## src/rtl/lhc_pkg.sv

```systemverilog
// ----------------------------------------------------------------------------
// lhc_pkg
// Types and constants shared by the link header classifier files.
// ----------------------------------------------------------------------------
`default_nettype none

package lhc_pkg;

    typedef logic [16:0] t_pos;

    typedef enum logic [1:0] {
        LINK_ETH      = 2'd0,
        LINK_RADIOTAP = 2'd1,
        LINK_WIFI     = 2'd2,
        LINK_NONE     = 2'd3
    } t_link;

    // VD_ACCEPT doubles as "no rejection yet" in the early verdict register
    typedef enum logic [2:0] {
        VD_ACCEPT    = 3'd0,
        VD_BAD_HDR   = 3'd1,
        VD_ENCRYPTED = 3'd2,
        VD_NOT_SNAP  = 3'd3,
        VD_BAD_ETYPE = 3'd4,
        VD_BAD_LINK  = 3'd5,
        VD_TRUNCATED = 3'd6
    } t_verdict;

    typedef struct packed {
        logic [7:0] frame_byte;
        logic       last_byte;
    } t_byte;

    localparam t_pos        POS_MAX      = 17'h1FFFF;
    localparam logic [7:0]  SNAP_MARK    = 8'hAA;
    localparam logic [15:0] ET_IPV4      = 16'h0800;
    localparam logic [15:0] ET_IPV6      = 16'h86DD;
    localparam logic [15:0] ET_ARP       = 16'h0806;
    localparam logic [15:0] ET_PAE       = 16'h888E;
    localparam logic [7:0]  PROTO_IPV4   = 8'd0;
    localparam logic [7:0]  PROTO_IPV6   = 8'd41;

    localparam t_pos        ETH_TYPE_HI  = 17'd12;
    localparam t_pos        ETH_TYPE_LO  = 17'd13;
    localparam t_pos        ETH_HDR_LEN  = 17'd14;
    localparam t_pos        RT_LEN_LO    = 17'd2;
    localparam t_pos        RT_LEN_HI    = 17'd3;
    localparam t_pos        WIFI_START   = 17'd4;
    localparam logic [15:0] RT_MIN_LEN   = 16'd8;
    localparam t_pos        WIFI_HDR_LEN = 17'd24;
    localparam t_pos        QOS_EXTRA    = 17'd2;
    localparam t_pos        ADDR4_EXTRA  = 17'd6;
    localparam t_pos        SNAP_LEN     = 17'd8;

    localparam logic [1:0]  FC_TYPE_DATA = 2'd2;
    localparam logic [3:0]  SUB_PLAIN    = 4'd0;
    localparam logic [3:0]  SUB_QOS      = 4'd8;

endpackage

`default_nettype wire

```

## src/rtl/lhc_ifs.sv

```systemverilog
// ----------------------------------------------------------------------------
// lhc_ifs
// Valid/ready channels of the link header classifier: byte input,
// result output and link type configuration.
// ----------------------------------------------------------------------------
`default_nettype none

interface lhc_in_if;
    logic       valid;
    logic       ready;
    logic [7:0] frame_byte;
    logic       last_byte;

    modport source (output valid, frame_byte, last_byte, input ready);
    modport sink   (input valid, frame_byte, last_byte, output ready);
endinterface

interface lhc_out_if;
    import lhc_pkg::*;
    logic        valid;
    logic        ready;
    t_verdict    verdict;
    logic [7:0]  next_protocol;
    logic [16:0] payload_offset;
    logic [15:0] eth_type;

    modport source (output valid, verdict, next_protocol, payload_offset, eth_type,
                    input ready);
    modport sink   (input valid, verdict, next_protocol, payload_offset, eth_type,
                    output ready);
endinterface

interface lhc_cfg_if;
    logic       valid;
    logic       ready;
    logic [1:0] link_type;

    modport source (output valid, link_type, input ready);
    modport sink   (input valid, link_type, output ready);
endinterface

`default_nettype wire

```

## src/rtl/link_header_classifier.sv

```systemverilog
// ----------------------------------------------------------------------------
// link_header_classifier
// Streaming link-layer header classifier for Ethernet, radiotap + 802.11
// and raw 802.11 captures, one frame byte per transaction.
// ----------------------------------------------------------------------------
// Throughput: one byte per cycle, sustained while the result side keeps up.
// Result path: an accepted last byte passes through the input register, then
//   the classification logic into the result register.
// Reset: synchronous, active low; clears the frame state, both valid flags and
//   sets link_type to Ethernet. No clearing pass; ready once reset is released.
// ----------------------------------------------------------------------------
`default_nettype none

module link_header_classifier (
    input  wire logic i_clk,
    input  wire logic i_rst_n,
    lhc_in_if.sink    i_in,
    lhc_cfg_if.sink   i_cfg,
    lhc_out_if.source o_out
);
    import lhc_pkg::*;

    // Link type register. The user must write it only while no byte is in
    // flight; the block does not enforce this. A change mid-frame applies
    // to the bytes that follow. The config channel only stalls during reset.
    t_link r_link_type;

    assign i_cfg.ready = i_rst_n;

    always_ff @(posedge i_clk) begin
        if (!i_rst_n) begin
            r_link_type <= LINK_ETH;
        end else if (i_cfg.valid) begin
            r_link_type <= t_link'(i_cfg.link_type);
        end
    end

    // Byte in flight between the input register and the classifier.
    logic  s1_valid;
    t_byte s1_byte;
    logic  s1_take;

    // Input register: accepts a new byte when empty or when the held one drains.
    lhc_in_reg u_in_reg (
        .i_clk   (i_clk),
        .i_rst_n (i_rst_n),
        .i_in    (i_in),
        .i_take  (s1_take),
        .o_valid (s1_valid),
        .o_byte  (s1_byte)
    );

    // Classifier: updates the per-frame header state on every byte. Only a
    // last byte needs the result register, so mid-frame bytes drain even
    // while an earlier verdict still waits on the output.
    lhc_classify u_classify (
        .i_clk   (i_clk),
        .i_rst_n (i_rst_n),
        .i_link  (r_link_type),
        .i_valid (s1_valid),
        .i_byte  (s1_byte),
        .o_take  (s1_take),
        .o_out   (o_out)
    );

endmodule

`default_nettype wire

```

## src/rtl/lhc_in_reg.sv

```systemverilog
// ----------------------------------------------------------------------------
// lhc_in_reg
// Input register for the byte stream; refills in the cycle it drains.
// ----------------------------------------------------------------------------
`default_nettype none

module lhc_in_reg (
    input  wire logic          i_clk,
    input  wire logic          i_rst_n,
    lhc_in_if.sink             i_in,
    input  wire logic          i_take,
    output      logic          o_valid,
    output      lhc_pkg::t_byte o_byte
);
    import lhc_pkg::*;

    logic  r_valid;
    t_byte r_byte;

    // no transaction is taken while reset is held
    assign i_in.ready = i_rst_n && (!r_valid || i_take);
    assign o_valid    = r_valid;
    assign o_byte     = r_byte;

    always_ff @(posedge i_clk) begin
        if (!i_rst_n) begin
            r_valid <= 1'b0;
        end else if (i_in.ready) begin
            r_valid <= i_in.valid;
        end
    end

    always_ff @(posedge i_clk) begin
        if (i_in.ready && i_in.valid) begin
            r_byte.frame_byte <= i_in.frame_byte;
            r_byte.last_byte  <= i_in.last_byte;
        end
    end

endmodule

`default_nettype wire

```

## src/rtl/lhc_classify.sv

```systemverilog
// ----------------------------------------------------------------------------
// lhc_classify
// Per-frame state, one byte per cycle as results drain; registered verdict.
// ----------------------------------------------------------------------------
`default_nettype none

module lhc_classify (
    input  wire logic           i_clk,
    input  wire logic           i_rst_n,
    input  wire lhc_pkg::t_link i_link,
    input  wire logic           i_valid,
    input  wire lhc_pkg::t_byte i_byte,
    output      logic           o_take,
    lhc_out_if.source           o_out
);
    import lhc_pkg::*;

    // frame state
    t_pos        r_pos,   n_pos;
    logic [15:0] r_rt,    n_rt;
    logic [15:0] r_fc,    n_fc;
    t_pos        r_hlen,  n_hlen;
    logic [15:0] r_tacc,  n_tacc;
    t_verdict    r_early, n_early;

    // result register
    logic        r_out_valid;
    t_verdict    r_verdict,  n_verdict;
    logic [7:0]  r_proto,    n_proto;
    t_pos        r_offset,   n_offset;
    logic [15:0] r_etype,    n_etype;

    logic        take;
    logic        done;
    logic [7:0]  b;
    t_pos        count;
    t_pos        base;
    logic        wifi_en;
    logic        ev_open;
    logic [15:0] rt_full;
    logic [15:0] fc_full;
    logic [3:0]  sub;
    t_pos        hdr_add;
    t_pos        snap0, snap1, etype_hi, etype_lo;

    assign b      = i_byte.frame_byte;
    assign take   = i_valid && (!i_byte.last_byte || !r_out_valid || o_out.ready);
    assign done   = take && i_byte.last_byte;
    assign o_take = take;

    assign count   = (r_pos == POS_MAX) ? POS_MAX : r_pos + 17'd1;
    assign ev_open = (r_early == VD_ACCEPT);
    assign base    = (i_link == LINK_RADIOTAP) ? {1'b0, r_rt} : '0;
    assign wifi_en = (i_link == LINK_WIFI) ||
                     ((i_link == LINK_RADIOTAP) && (r_pos >= WIFI_START));
    assign rt_full = r_rt | {b, 8'h00};
    assign fc_full = r_fc | {b, 8'h00};
    assign sub     = fc_full[7:4];
    assign hdr_add = WIFI_HDR_LEN + SNAP_LEN
                   + ((sub == SUB_QOS) ? QOS_EXTRA : '0)
                   + ((fc_full[9:8] == 2'b11) ? ADDR4_EXTRA : '0);
    assign snap0    = r_hlen - SNAP_LEN;
    assign snap1    = r_hlen - 17'd7;
    assign etype_hi = r_hlen - 17'd2;
    assign etype_lo = r_hlen - 17'd1;

    // next frame state
    always_comb begin
        n_pos   = count;
        n_rt    = r_rt;
        n_fc    = r_fc;
        n_hlen  = r_hlen;
        n_tacc  = r_tacc;
        n_early = r_early;

        case (i_link)
            LINK_ETH: begin
                if (r_pos == ETH_TYPE_HI) begin
                    n_tacc = {b, 8'h00};
                end else if (r_pos == ETH_TYPE_LO) begin
                    n_tacc = r_tacc | {8'h00, b};
                end
            end
            LINK_RADIOTAP: begin
                if (r_pos == RT_LEN_LO) begin
                    n_rt = {8'h00, b};
                end else if (r_pos == RT_LEN_HI) begin
                    n_rt = rt_full;
                    if (rt_full < RT_MIN_LEN && ev_open) begin
                        n_early = VD_BAD_LINK;
                    end
                end
            end
            default: ;
        endcase

        if (wifi_en && ev_open && r_pos >= base) begin
            if (r_pos == base) begin
                n_fc = {8'h00, b};
            end else if (r_pos == base + 17'd1) begin
                n_fc = fc_full;
                if (fc_full[1:0] != 2'b00 || fc_full[3:2] != FC_TYPE_DATA ||
                    (sub != SUB_PLAIN && sub != SUB_QOS)) begin
                    n_early = VD_BAD_HDR;
                end else if (fc_full[14]) begin
                    n_early = VD_ENCRYPTED;
                end else begin
                    n_hlen = base + hdr_add;
                end
            end else if (r_hlen != '0) begin
                if ((r_pos == snap0 || r_pos == snap1) && b != SNAP_MARK) begin
                    n_early = VD_NOT_SNAP;
                end else if (r_pos == etype_hi) begin
                    n_tacc = {b, 8'h00};
                end else if (r_pos == etype_lo) begin
                    n_tacc = r_tacc | {8'h00, b};
                end
            end
        end
    end

    // verdict from the state as it stands after this byte
    always_comb begin
        n_verdict = VD_ACCEPT;
        n_proto   = PROTO_IPV4;
        n_offset  = '0;
        n_etype   = '0;
        if (i_link == LINK_NONE) begin
            n_verdict = VD_BAD_LINK;
        end else if (i_link == LINK_ETH && count < ETH_HDR_LEN) begin
            n_verdict = VD_TRUNCATED;
        end else if (i_link != LINK_ETH && n_early != VD_ACCEPT) begin
            n_verdict = n_early;
        end else if (i_link != LINK_ETH && (n_hlen == '0 || count < n_hlen)) begin
            n_verdict = VD_TRUNCATED;
        end else begin
            n_offset = (i_link == LINK_ETH) ? ETH_HDR_LEN : n_hlen;
            n_etype  = n_tacc;
            case (n_tacc)
                ET_IPV4:        n_proto   = PROTO_IPV4;
                ET_IPV6:        n_proto   = PROTO_IPV6;
                ET_ARP, ET_PAE: n_verdict = VD_BAD_ETYPE;
                default:        n_verdict = VD_BAD_ETYPE;
            endcase
        end
    end

    always_ff @(posedge i_clk) begin
        if (!i_rst_n) begin
            r_pos   <= '0;
            r_rt    <= '0;
            r_fc    <= '0;
            r_hlen  <= '0;
            r_tacc  <= '0;
            r_early <= VD_ACCEPT;
        end else if (done) begin
            r_pos   <= '0;
            r_rt    <= '0;
            r_fc    <= '0;
            r_hlen  <= '0;
            r_tacc  <= '0;
            r_early <= VD_ACCEPT;
        end else if (take) begin
            r_pos   <= n_pos;
            r_rt    <= n_rt;
            r_fc    <= n_fc;
            r_hlen  <= n_hlen;
            r_tacc  <= n_tacc;
            r_early <= n_early;
        end
    end

    always_ff @(posedge i_clk) begin
        if (!i_rst_n) begin
            r_out_valid <= 1'b0;
        end else if (done) begin
            r_out_valid <= 1'b1;
        end else if (o_out.ready) begin
            r_out_valid <= 1'b0;
        end
    end

    always_ff @(posedge i_clk) begin
        if (done) begin
            r_verdict <= n_verdict;
            r_proto   <= n_proto;
            r_offset  <= n_offset;
            r_etype   <= n_etype;
        end
    end

    assign o_out.valid          = r_out_valid;
    assign o_out.verdict        = r_verdict;
    assign o_out.next_protocol  = r_proto;
    assign o_out.payload_offset = r_offset;
    assign o_out.eth_type       = r_etype;

endmodule

`default_nettype wire
```

## src/flat_wrapper.sv

```systemverilog
// flat-port wrapper written by rule: the top's interface ports become plain ports
module link_header_classifier_flat import lhc_pkg::*;
  (i_clk, i_rst_n, i_in_valid, i_in_frame_byte, i_in_last_byte, i_in_ready, i_cfg_valid, i_cfg_link_type, i_cfg_ready, o_out_valid, o_out_verdict, o_out_next_protocol, o_out_payload_offset, o_out_eth_type, o_out_ready);
  lhc_in_if i_in_i ();
  lhc_cfg_if i_cfg_i ();
  lhc_out_if o_out_i ();
  input  wire logic i_clk;
  input  wire logic i_rst_n;
  input wire logic [$bits(i_in_i.valid)-1:0] i_in_valid;
  input wire logic [$bits(i_in_i.frame_byte)-1:0] i_in_frame_byte;
  input wire logic [$bits(i_in_i.last_byte)-1:0] i_in_last_byte;
  output wire logic [$bits(i_in_i.ready)-1:0] i_in_ready;
  input wire logic [$bits(i_cfg_i.valid)-1:0] i_cfg_valid;
  input wire logic [$bits(i_cfg_i.link_type)-1:0] i_cfg_link_type;
  output wire logic [$bits(i_cfg_i.ready)-1:0] i_cfg_ready;
  output wire logic [$bits(o_out_i.valid)-1:0] o_out_valid;
  output wire logic [$bits(o_out_i.verdict)-1:0] o_out_verdict;
  output wire logic [$bits(o_out_i.next_protocol)-1:0] o_out_next_protocol;
  output wire logic [$bits(o_out_i.payload_offset)-1:0] o_out_payload_offset;
  output wire logic [$bits(o_out_i.eth_type)-1:0] o_out_eth_type;
  input wire logic [$bits(o_out_i.ready)-1:0] o_out_ready;
  assign i_in_i.valid = i_in_valid;
  assign i_in_i.frame_byte = i_in_frame_byte;
  assign i_in_i.last_byte = i_in_last_byte;
  assign i_in_ready = i_in_i.ready;
  assign i_cfg_i.valid = i_cfg_valid;
  assign i_cfg_i.link_type = i_cfg_link_type;
  assign i_cfg_ready = i_cfg_i.ready;
  assign o_out_valid = o_out_i.valid;
  assign o_out_verdict = o_out_i.verdict;
  assign o_out_next_protocol = o_out_i.next_protocol;
  assign o_out_payload_offset = o_out_i.payload_offset;
  assign o_out_eth_type = o_out_i.eth_type;
  assign o_out_i.ready = o_out_ready;
  link_header_classifier u_core (.i_clk(i_clk), .i_rst_n(i_rst_n), .i_in(i_in_i), .i_cfg(i_cfg_i), .o_out(o_out_i));
endmodule
```

## config.mk

```make
export PLATFORM = sky130hd
export DESIGN_NAME = link_header_classifier_flat
export DESIGN_NICKNAME = d
export VERILOG_FILES = /design/src/rtl/lhc_pkg.sv /design/src/rtl/lhc_ifs.sv /design/src/rtl/link_header_classifier.sv /design/src/rtl/lhc_in_reg.sv /design/src/rtl/lhc_classify.sv /design/src/flat_wrapper.sv
export SDC_FILE = /design/constraint.sdc
export NUM_CORES = 1
export LEC_CHECK = 0
export ABC_AREA = 1
export BUFFER_PORTS_ARGS = -buffer_cell sky130_fd_sc_hd__buf_2
export CORE_MARGIN = 2
export CORE_UTILIZATION = 55
export CTS_BUF_LIST = sky130_fd_sc_hd__clkbuf_4 sky130_fd_sc_hd__clkbuf_8
export DETAILED_ROUTE_END_ITERATION = 16
export PLACE_DENSITY = 0.73
export SETUP_SLACK_MARGIN = 0.2
export SYNTH_ARGS = -nofsm -noshare
export SYNTH_HDL_FRONTEND = slang
export SYNTH_SLANG_ARGS = --single-unit
```

## constraint.sdc

```tcl
create_clock -name i_clk -period 9.7 [get_ports i_clk]
set_clock_uncertainty 0.2 [all_clocks]
set_input_delay 2.91 -clock i_clk [delete_from_list [all_inputs] [get_ports i_clk]]
set_output_delay 2.91 -clock i_clk [all_outputs]
set_load 0.005 [all_outputs]
```

; ---- Word level (Yosys, flattened, before mapping)
; Index checks and enable logic that the tools add are counted.
[classes]
add_sub_neg = 9
magnitude_cmp = 5
eq_ne = 21
n_mux = 42
bitwise_logic = 4
reduce_logical = 42
[op_table]
columns = cell, n
row1 = 16-bit 2-to-1 mux, 15
row2 = 17-bit 2-to-1 mux, 6
row3 = 17-bit == test, 5
row4 = 3-bit 2-to-1 mux, 15
row5 = 17-bit by 2-bit == test with 1-bit output (second input constant), 2
row6 = 17-bit by 4-bit == test with 1-bit output (second input constant), 2
row7 = 16-bit bitwise OR, 2
row8 = 16-bit by 1-bit adder with 17-bit output (second input constant), 1
row9 = 16-bit by 8-bit adder with 17-bit output, 1
row10 = 17-bit by 1-bit adder with 17-bit output (second input constant), 1
row11 = 17-bit by 16-bit == test with 1-bit output, 1
row12 = 17-bit == test (second input constant), 1
row13 = 17-bit by 16-bit >= comparator with 1-bit output, 1
row14 = 17-bit by 3-bit >= comparator with 1-bit output (second input constant), 1
row15 = 17-bit zero test, 1
row16 = 17-bit less-than comparator, 1
row17 = 17-bit by 4-bit less-than comparator with 1-bit output (second input constant), 1
row18 = 17-bit nonzero test, 1
row19 = 17-bit by 1-bit subtractor with 17-bit output (second input constant), 1
row20 = 17-bit by 2-bit subtractor with 17-bit output (second input constant), 1
row21 = 17-bit by 3-bit subtractor with 17-bit output (second input constant), 1
row22 = 17-bit by 4-bit subtractor with 17-bit output (second input constant), 1
row23 = 16-bit by 12-bit == test with 1-bit output (second input constant), 1
row24 = 16-bit == test (second input constant), 1
row25 = other kinds (27), 59
[totals]
regBits = 142
inputBits = 16
output_inout_bits = 47
wordCells = 140

; ---- Longest topological paths before layout
; Gate-level depths: netlist of run 1.
[depth]
ltp_word = 17
ltp_mapped = 38
ltp_nobuf = 36

; ---- Hierarchy
; A second synthesis of run 1 with hierarchy kept.
[unflattened]
hier_cells = 1884
hier_area_um2 = 11543.6
[by_module_without_submodules]
columns = module, n_inst, cells_each, area_per_inst_um2, seq_area_each_um2
row1 = lhc_classify, 1, 1853, 11129.4, 2732.6
row2 = lhc_in_reg, 1, 18, 329.1, 290.3
row3 = link_header_classifier, 1, 13, 85.1, 40.0

; ---- Worst setup path before layout of run 1
; OpenSTA, ideal clock, no wires.
[synth_timing]
path_kind = input to output
startpoint = input port o_out_ready
endpoint = output port i_in_ready
t_arrival_ns = 3.260
t_required_ns = 6.590
path_slack_ns = 3.330
stages = 4
n_path_buf = 0
cell_sequence = nor2_1 nand3_1 nand2_1 inv_1
[synth_via]
elab_chain_cells = 4
[synth_rtl]
columns = item, line_no
row1 = start: declaration, flat_wrapper.sv:21  ; input wire logic [$bits(o_out_i.ready)-1:0] o_out_ready;
row2 = 1-bit logical OR, lhc_classify.sv:47  ; assign take = i_valid && (!i_byte.last_byte || !r_out_valid || o_out.ready);
row3 = 1-bit logical AND, lhc_classify.sv:47
row4 = 1-bit logical OR, lhc_in_reg.sv:21  ; assign i_in.ready = i_rst_n && (!r_valid || i_take);
row5 = 1-bit logical AND, lhc_in_reg.sv:21
row6 = end: declaration, flat_wrapper.sv:12  ; output wire logic [$bits(i_in_i.ready)-1:0] i_in_ready;
; Every way passes these cells.

; ---- Final worst setup path of run 1
[layout_timing]
startpoint = register u_core.r_link_type[0]
endpoint = register u_core.u_classify.r_etype[13] (netlist: u_core.u_classify.o_out.eth_type[13]) (data pin)
[layout_via]
elab_chain_cells = 12
elab_cells_between_ends = 44
classes_between = add/sub: 2 / order compare: 2 / eq/ne: 5 / mux: 22 / reduce/logical: 13
[layout_rtl]
columns = item, line_no
row1 = start: declaration, link_header_classifier.sv:26  ; t_link r_link_type;
row2 = start signal: assignment, link_header_classifier.sv:34  ; r_link_type <= t_link'(i_cfg.link_type);
row3 = branches (longest 12 deep; another with 16-bit by 1-bit adder with 17-bit output), -
row4 = end signal: assignment, lhc_classify.sv:188  ; r_etype <= n_etype;
row5 = end: declaration, lhc_classify.sv:31  ; logic [15:0] r_etype, n_etype;
; Several ways; the timed one is not identified.
; A chain may end at the register's enable or synchronous reset.

==> impl_metrics.toml, run 1 <==
[synth]
synth.distinct_cells = 60
ys.warnings.count = 0
async_reset_ff_share_pct = 0
synth_ff_type = "dfxtp_1"
synth_seq_cells = 130
syn_area_um2 = 12500
syn_avg_cell_area_um2 = 6.02
synthCells = 2073
synth-seq-area-share_pct = 24.6
synth_edf_count = 46

[sta]
rsz0062_at_grt = "false"
worst_pin_slew_ns = 1.08
slew_viol_final = 0
fmax_mhz = 149
slew_headroom_pct = 27.1
fin_crit_sh_pct = 69.3
hold_viol = 0
finalCriticalPeriod_ns = 6.72
tns_ns = 0
setup_violations = 0

[cts]
postCtsSetupBuffers = 0
path_clk_slew_ns = 0.08
cts_hold_buf = 0
root_buffer = "clkbuf_8"
cts_num_sinks = 130
cts_buffer_depth = 2
htree_levels = 4
cts_tree = "built"
cts_inserted_buffers = 17
worst_skew_pair.late_latency_ns = 0.47
cts_resized = 0

[placed_design]
dp_cells = 2350
portBuffers = 57
gp_congestion = 1.05
dp_hpwl_um = 37000

[die]
core_area_um2 = 22400
die_y_um = 155
die_width_um = 155
rows = 55
io_pins = 63
die-area_um2 = 23900
initial_utilization_pct = 55.6

[pwr]
seqPwrFrac_pct = 34.2
peakVddDrop_uv = 147
p_comb_share_pct = 38.4
pwr-share-clk_pct = 27.4
intPower_w = 0.00104
power.density_nw_per_um2 = 140
leakagePower_nw = 6.68
switching_power_w = 0.000814
switching_share_pct = 44.0

[global_routing]
grt_max_degree = 65
grtUsageTotal_pct = 40.5
grt_overflow = 0
grt_pass1_wl_um = 73100
antenna_found_initial = 1
grt_pass1_vias = 12800

[drt]
drt_iter0_drc = 1660
drtPass1Iterations = 6
vias_per_cell = 5.92
routedWlPerCell_um = 20.2
drc = 0
via_count = 14100
wl_um = 48100
detail-route-antenna-nets = 0

[setup_path]
path_common_cell = "a21oi_1"
required_ns = 9.70
crit_arrival_ns = 6.72
start_kind = "register"
worst_path_max_delay_cell = "dfxtp_1"
cp_max_fo = 26
crit_path_end_kind = "register"
slowest_delay_ns = 0.92
path_class = "register to register"

[finish]
layout_common_cells = "662 x nand2_1, 245 x inv_1, 236 x nor2_1"
drive_above_1_share_pct = 9.30
syn_to_final_growth_pct = 6.01
mostFrequentLayoutCell = "nand2_1"
nets = 2150
fin_cells = 2383

[flow_run]
drv_cap = 0

[hold_path]
hp-class = "register to register"

[run_status]
outcome = "finished clean"
[final timing paths]
kind / cells past startpoint / endpoint / start / slack [ns]
min: 2 / u_core.u_classify.r_fc[8] / u_core.u_classify.r_fc[8] / 0.26
max reg2reg: 26 / u_core.u_classify.o_out.eth_type[13] / u_core.r_link_type[0] / 2.98
max: 26 / u_core.u_classify.o_out.eth_type[13] / u_core.r_link_type[0] / 2.98
min reg2reg: 2 / u_core.u_classify.r_fc[8] / u_core.u_classify.r_fc[8] / 0.26
[state kept, by name, indices dropped and copies added, names as in the netlist]
name	flops
u_core.u_classify.r_tacc	16
u_core.u_in_reg.o_byte	9
u_core.u_classify.o_out.valid	1
u_core.u_classify.r_hlen	17
u_core.u_classify.r_fc	11
u_core.u_classify.r_early	3
u_core.u_classify.o_out.verdict	3
u_core.r_link_type	2
u_core.u_classify.o_out.payload_offset	17
u_core.u_classify.r_pos	17
u_core.u_classify.r_rt	16
u_core.u_classify.o_out.eth_type	16
u_core.u_classify.o_out.next_protocol	1
u_core.u_in_reg.o_valid	1
[cell type report]
class / count / area, um2
Antenna cell: 1 / 2.50
Clock buffer: 18 / 248
Clock inverter: 14 / 166
Fill cell: 2270 / 9210
Inverter: 261 / 982
Multi-Input combinational cell: 1607 / 8050
Sequential cell: 130 / 3060
Tap cell: 285 / 357
Timing Repair Buffer: 67 / 360
[per-layer routing]
metal  share of wire [%]  up-vias  track usage (%)
met5                   0        -                0
met4                 8.3        0             28.5
met3                 9.8      243             8.24
met2                  45      806             66.4
met1                  37     6366             47.6
li1                    -     6683                -
[logic make-up (layout without fill, tap and decap cells)]
group | after synthesis | after routing | share of synthesized area, %
flops | 130 | 130 | 24.6
other cells | 1 | 6 | 0.0301
buf+inv | 340 | 360 | 11.1
compound gates | 280 | 280 | 12.4
simple gates | 1221 | 1221 | 43.0
fa+ha+maj | 50 | 50 | 5.08
xor+xnor | 51 | 51 | 3.86
[per-stage QoR]
step / total power (W) / worst slack, ns / util (%) / hold WS, ns / cell area, um2
floorplan: 0.00113 / 3.33 / - / 0.230 / 12500
global placement: 0.00132 / 3.10 / 57.1 / 0.242 / 12800
detailed placement: 0.00133 / 3.06 / 57.1 / 0.250 / 12800
CTS: 0.00183 / 3.05 / 58.9 / 0.262 / 13200
global route: 0.00195 / 2.39 / 58.9 / 0.284 / 13200
finish: 0.00185 / 2.98 / 58.9 / 0.259 / 13200
[cells in the mapped netlist, types with 6 or more instances]
cell type / n / area [um2]
nor3_1: 23 / 115
buf_4: 12 / 90.1
inv_2: 10 / 37.5
nand3_2: 11 / 110
xnor2_1: 11 / 96.3
edfxtp_1: 46 / 1380
o21ai_0: 118 / 591
a21oi_2: 7 / 61.3
nand2_1: 662 / 2480
nor2_4: 6 / 67.6
a211oi_1: 14 / 105
inv_1: 245 / 920
xor2_1: 37 / 324
a21oi_1: 109 / 546
nand3_1: 165 / 826
buf_2: 13 / 65.1
clkbuf_1: 49 / 184
nor4_1: 10 / 62.6
nand2_2: 9 / 56.3
nor2_2: 28 / 175
ha_1: 49 / 613
nor2_1: 236 / 886
o21ai_1: 10 / 50.1
dfxtp_1: 84 / 1680
nand3b_1: 7 / 52.6
nand4_1: 38 / 238
[worst max-delay path: cells and delay by family (launching register included)]
family	cells	cell delay (ns)
AO/OA/AOI/OAI	11	1.87
buffers and inverters	3	1.09
flip-flops	1	0.92
AND/OR/NAND/NOR	10	1.76
adder cells (fa/ha/maj)	2	0.59
[power groups by stage]
stage	registers [W]	logic, W	clock network, W
2_1_floorplan	0.000613	0.000522	0
3_3_place_gp	0.000644	0.000681	0
3_5_place_dp	0.000644	0.000687	0
4_1_cts	0.000631	0.000691	0.000510
5_1_grt	0.000635	0.000787	0.000529
6_report	0.000634	0.000712	0.000507
Note: power is estimated with default switching activity, not from simulation.
==> inputs of run 2 (changes only) <==
Settings changed: PLACE_DENSITY 0.73 to 0.76.
Clock period 9.7 ns to 5.7 ns, I/O delays scaled along.
==> impl_metrics.toml, run 2 (synthesized netlist as in run 1, its figures left out) <==
[finish]
drive_above_1_share_pct = 11.3
fin_cells = 2411
layout_common_cells = "659 x nand2_1, 245 x inv_1, 233 x nor2_1"
nets = 2179
syn_to_final_growth_pct = 8.48
mostFrequentLayoutCell = "nand2_1"
fillCellCount = 2310
n_antenna_cell = 0
design_area_um2 = 13500

[die]
initial_utilization_pct = 55.6
die_y_um = 155
core_area_um2 = 22400
die-area_um2 = 23900
io_pins = 63
rows = 55
die_width_um = 155

[placed_design]
dp_hpwl_um = 37300
dp_cells = 2370
dp_slack_ns = 0.116
portBuffers = 57
gp_congestion = 1.06
placed_area_um2 = 13000

[sta]
slew_headroom_pct = 33.2
slew_viol_final = 0
fin_crit_sh_pct = 90.3
setup_violations = 0
worst_slack_ns = 0.551
worst_pin_slew_ns = 0.994
tns_ns = 0
finalCriticalPeriod_ns = 5.15
hold_viol = 0
fmax_mhz = 194
rsz0062_at_grt = "false"

[global_routing]
grt_pass1_wl_um = 73800
grt_overflow = 0
grtUsageTotal_pct = 40.4
grt_max_degree = 64
antenna_found_initial = 0
grt_pass1_vias = 13300

[cts]
cts_num_sinks = 130
cts_buffer_depth = 2
root_buffer = "clkbuf_8"
worst_skew_pair.late_latency_ns = 0.47
cts_inserted_buffers = 17
cts_hold_buf = 0
path_clk_slew_ns = 0.09
htree_levels = 4
cts_tree = "built"

[pwr]
finalPower_w = 0.00309
power.density_nw_per_um2 = 229
peakVddDrop_uv = 221
leakagePower_nw = 6.81

[drt]
drtPass1Iterations = 6
drc = 0
wl_um = 48300
drt_iter0_drc = 1605
routedWlPerCell_um = 20.0
detail-route-antenna-nets = 0
vias_per_cell = 5.90
via_count = 14200

[setup_path]
required_ns = 5.82
path_class = "register to register"
crit_path_end_kind = "register"
cp_max_fo = 19
slowest_delay_ns = 0.39
worst_path_max_delay_cell = "dfxtp_1"
path_common_cell = "nand2_1"
start_kind = "register"
crit_arrival_ns = 5.27
r2r_slack_ns = 0.55

[run_status]
outcome = "finished clean"

[hold_path]
hp-class = "register to register"

[flow_run]
drv_cap = 0
run 2: cell types whose count changed in the layout (fill, tap and decap cells not counted), moves of 3 or more:
| cell | change |
|---|---|
| nand2_1 | -3 |
| buf_4 | +27 |
| nand2_2 | +3 |
| nor2_1 | -3 |
run 2: worst max-delay path, delay by kind of cell (launching register included):
kind            cells  cell delay [ns]
simple gates       19             2.68
buf+inv             5             0.75
fa+ha+maj           2             0.69
flops               1             0.39
compound gates      2             0.29
run 2: final cells by class:
class                      instances  area (um2)  share of cell area (%)
inverter                         261         996                    7.36
tap                              285         357                    2.64
timing repair buffer              95         583                    4.31
clock inverter                    15         123                   0.906
clock buffer                      17         234                    1.73
multi-input combinational       1608        8170                    60.4
sequential                       130        3070                    22.7
run 2: per-layer routing:
layer  GRT usage, %  routed length, um  vias up
met5              0                  0        -
met4           27.6               4090        0
met3           8.18               4840      249
met2           66.1              21600      853
met1           47.7              17800     6372
li1               -                  -     6754
run 2: path summary, 6_finish.rpt:
| path | cells past startpoint | to | start |
|---|---|---|---|
| setup reg to reg | 28 | u_core.u_classify.o_out.payload_offset[9] | u_core.r_link_type[0] |
| hold reg to reg | 2 | u_core.u_classify.r_fc[14] | u_core.u_classify.r_fc[14] |
| hold / removal | 2 | u_core.u_classify.r_fc[14] | u_core.u_classify.r_fc[14] |
| setup / recovery | 28 | u_core.u_classify.o_out.payload_offset[9] | u_core.r_link_type[0] |
run 2: what timing repair did:
item / in CTS / in global routing
hold endpoints to repair: 0 / 0
gates resized for setup: 1 / 28
pin swaps: 0 / 6
cloned: 0 / 1
endpoints found under the setup margin: 20 / 36
setup buffers: 0 / 8
run 2: stage by stage:
step           utilization (%)  hold WS [ns]
6_report                  60.3         0.268
3_5_place_dp              57.8         0.254
5_1_grt                   60.3         0.288
2_1_floorplan                -         0.230
4_1_cts                   59.4         0.267
3_3_place_gp              57.8         0.242
run 2: report_power, final:
group          switching (W)  internal, W
clock               0.000454     0.000311
combinational       0.000883     0.000376
sequential         0.0000666      0.00100
total                0.00140      0.00169
==> inputs of run 3 (changes only) <==
Settings changed: CORE_UTILIZATION 55 to 46, PLACE_DENSITY 0.76 to 0.65, SKIP_CTS_REPAIR_TIMING from default to 1.
==> impl_metrics.toml, run 3 (synthesized netlist as in run 1, its figures left out) <==
[run_status]
outcome = "finished clean"

[placed_design]
dp_cells = 2430
gp_congestion = 1.02
portBuffers = 57
dp_hpwl_um = 38400

[die]
die_y_um = 169
initial_utilization_pct = 46.5
die_width_um = 169
io_pins = 63
die-area_um2 = 28500
core_area_um2 = 26800
rows = 60

[global_routing]
antenna_found_initial = 0
grt_overflow = 0
grt_pass1_vias = 13300
grt_pass1_wl_um = 74600
grtUsageTotal_pct = 34.3
grt_max_degree = 64

[cts]
worst_skew_pair.late_latency_ns = 0.47
htree_levels = 4
cts_inserted_buffers = 17
root_buffer = "clkbuf_8"
path_clk_slew_ns = 0.08
cts_num_sinks = 130
cts_buffer_depth = 2
cts_tree = "built"

[setup_path]
required_ns = 5.81
slowest_delay_ns = 0.41
worstPathCellList = "inv_2 -> nor2_4 -> nand2_1 -> ha_1 -> a21oi_1 -> o21ai_0 -> a21oi_1 -> nand4_1 -> nand2_2 -> clkinvlp_4 -> buf_4 -> nand2_1 -> nand2_1 -> ha_1 -> nand2_1 -> nor4_2 -> inv_1 -> nor4_1 -> a21oi_1 -> o21bai_4 -> nand2_4 -> nand4_4 -> buf_12 -> nor2_1"
crit_path_end_kind = "register"
cp_max_fo = 15
worst_path_max_delay_cell = "dfxtp_1"
path_class = "register to register"
crit_arrival_ns = 5.26
start_kind = "register"
path_common_cell = "nand2_1"

[flow_run]
drv_cap = 0

[drt]
vias_per_cell = 5.69
wl_um = 49100
drtPass1Iterations = 7
via_count = 14100
routedWlPerCell_um = 19.8
detail-route-antenna-nets = 0
drc = 0
drt_iter0_drc = 1259

[sta]
slew_viol_final = 0
hold_viol = 0
finalCriticalPeriod_ns = 5.15
tns_ns = 0
fin_crit_sh_pct = 90.4
slew_headroom_pct = 40.4
setup_violations = 0
rsz0062_at_grt = "false"
worst_pin_slew_ns = 0.887
fmax_mhz = 194

[pwr]
switching_power_w = 0.00136
peakVddDrop_uv = 181
leakagePower_nw = 6.84
switching_share_pct = 43.3
p_comb_share_pct = 40.1
intPower_w = 0.00177
power.density_nw_per_um2 = 230
seqPwrFrac_pct = 34.0
pwr-share-clk_pct = 26.0

[finish]
syn_to_final_growth_pct = 9.16
mostFrequentLayoutCell = "nand2_1"
nets = 2184
n_antenna_cell = 0
layout_common_cells = "662 x nand2_1, 245 x inv_1, 234 x nor2_1"
drive_above_1_share_pct = 11.1
fin_cells = 2472

[hold_path]
hp-class = "register to register"
-- run 3: changes by cell type in the layout (fill, tap and decap cells not counted), moves of 3 or more --
cell / delta
buf_4: +4
inv_6: -3
nand2_1: +3
nand2_2: -3
-- run 3: final cells by class --
class,count,area (um2)
fill,2886,13200
sequential,130,3060
clock inverter,13,138
multi-input combinational,1608,8120
timing repair buffer,100,633
clock buffer,19,249
inverter,261,988
tap,341,427
-- run 3: path summary, 6_finish.rpt --
path                         startpoint                                        end  slack [ns]  depth (start not counted)
min reg2reg  u_core.u_classify.r_fc[14]                 u_core.u_classify.r_fc[14]        0.26                          2
min          u_core.u_classify.r_fc[14]                 u_core.u_classify.r_fc[14]        0.26                          2
max reg2reg       u_core.r_link_type[0]  u_core.u_classify.o_out.payload_offset[4]        0.55                         24
max               u_core.r_link_type[0]  u_core.u_classify.o_out.payload_offset[4]        0.55                         24
-- run 3: per-stage QoR --
step	total power (W)	setup slack [ns]	area [um2]	hold WS, ns	utilization [%]
finish	0.00313	0.550	13600	0.258	50.8
global placement	0.00227	0.208	13100	0.245	48.7
CTS	0.00308	0.110	13400	0.256	50.2
detailed placement	0.00228	0.127	13100	0.245	48.7
global route	0.00331	0.185	13600	0.284	50.8
floorplan	0.00193	0.979	12500	0.230	-
-- run 3: power groups by stage --
stage               Clock, W  Combinational, W  Sequential, W
floorplan                  0          0.000888        0.00104
global placement           0           0.00119        0.00108
detailed placement         0           0.00120        0.00108
CTS                 0.000818           0.00120        0.00106
global route        0.000859           0.00139        0.00107
finish              0.000813           0.00125        0.00106
-- run 3: routing by layer --
metal	part of all wire (%)	vias to the layer above	GRT usage, %	routed length [um]
li1	-	6773	-	-
met1	40	6462	41.9	19700
met2	46	648	56.9	22500
met3	7.2	175	4.35	3530
met4	6.9	0	22.8	3410
met5	0	-	0	0
-- run 3: worst max-delay path: cells and delay by family, from the launching register on --
kind,cells,cell delay (ns)
DFF,1,0.41
and+or+nand+nor,12,1.95
AOI/OAI and AO/OA,5,0.72
buffers and inverters,5,0.96
adders and majority gates,2,0.76
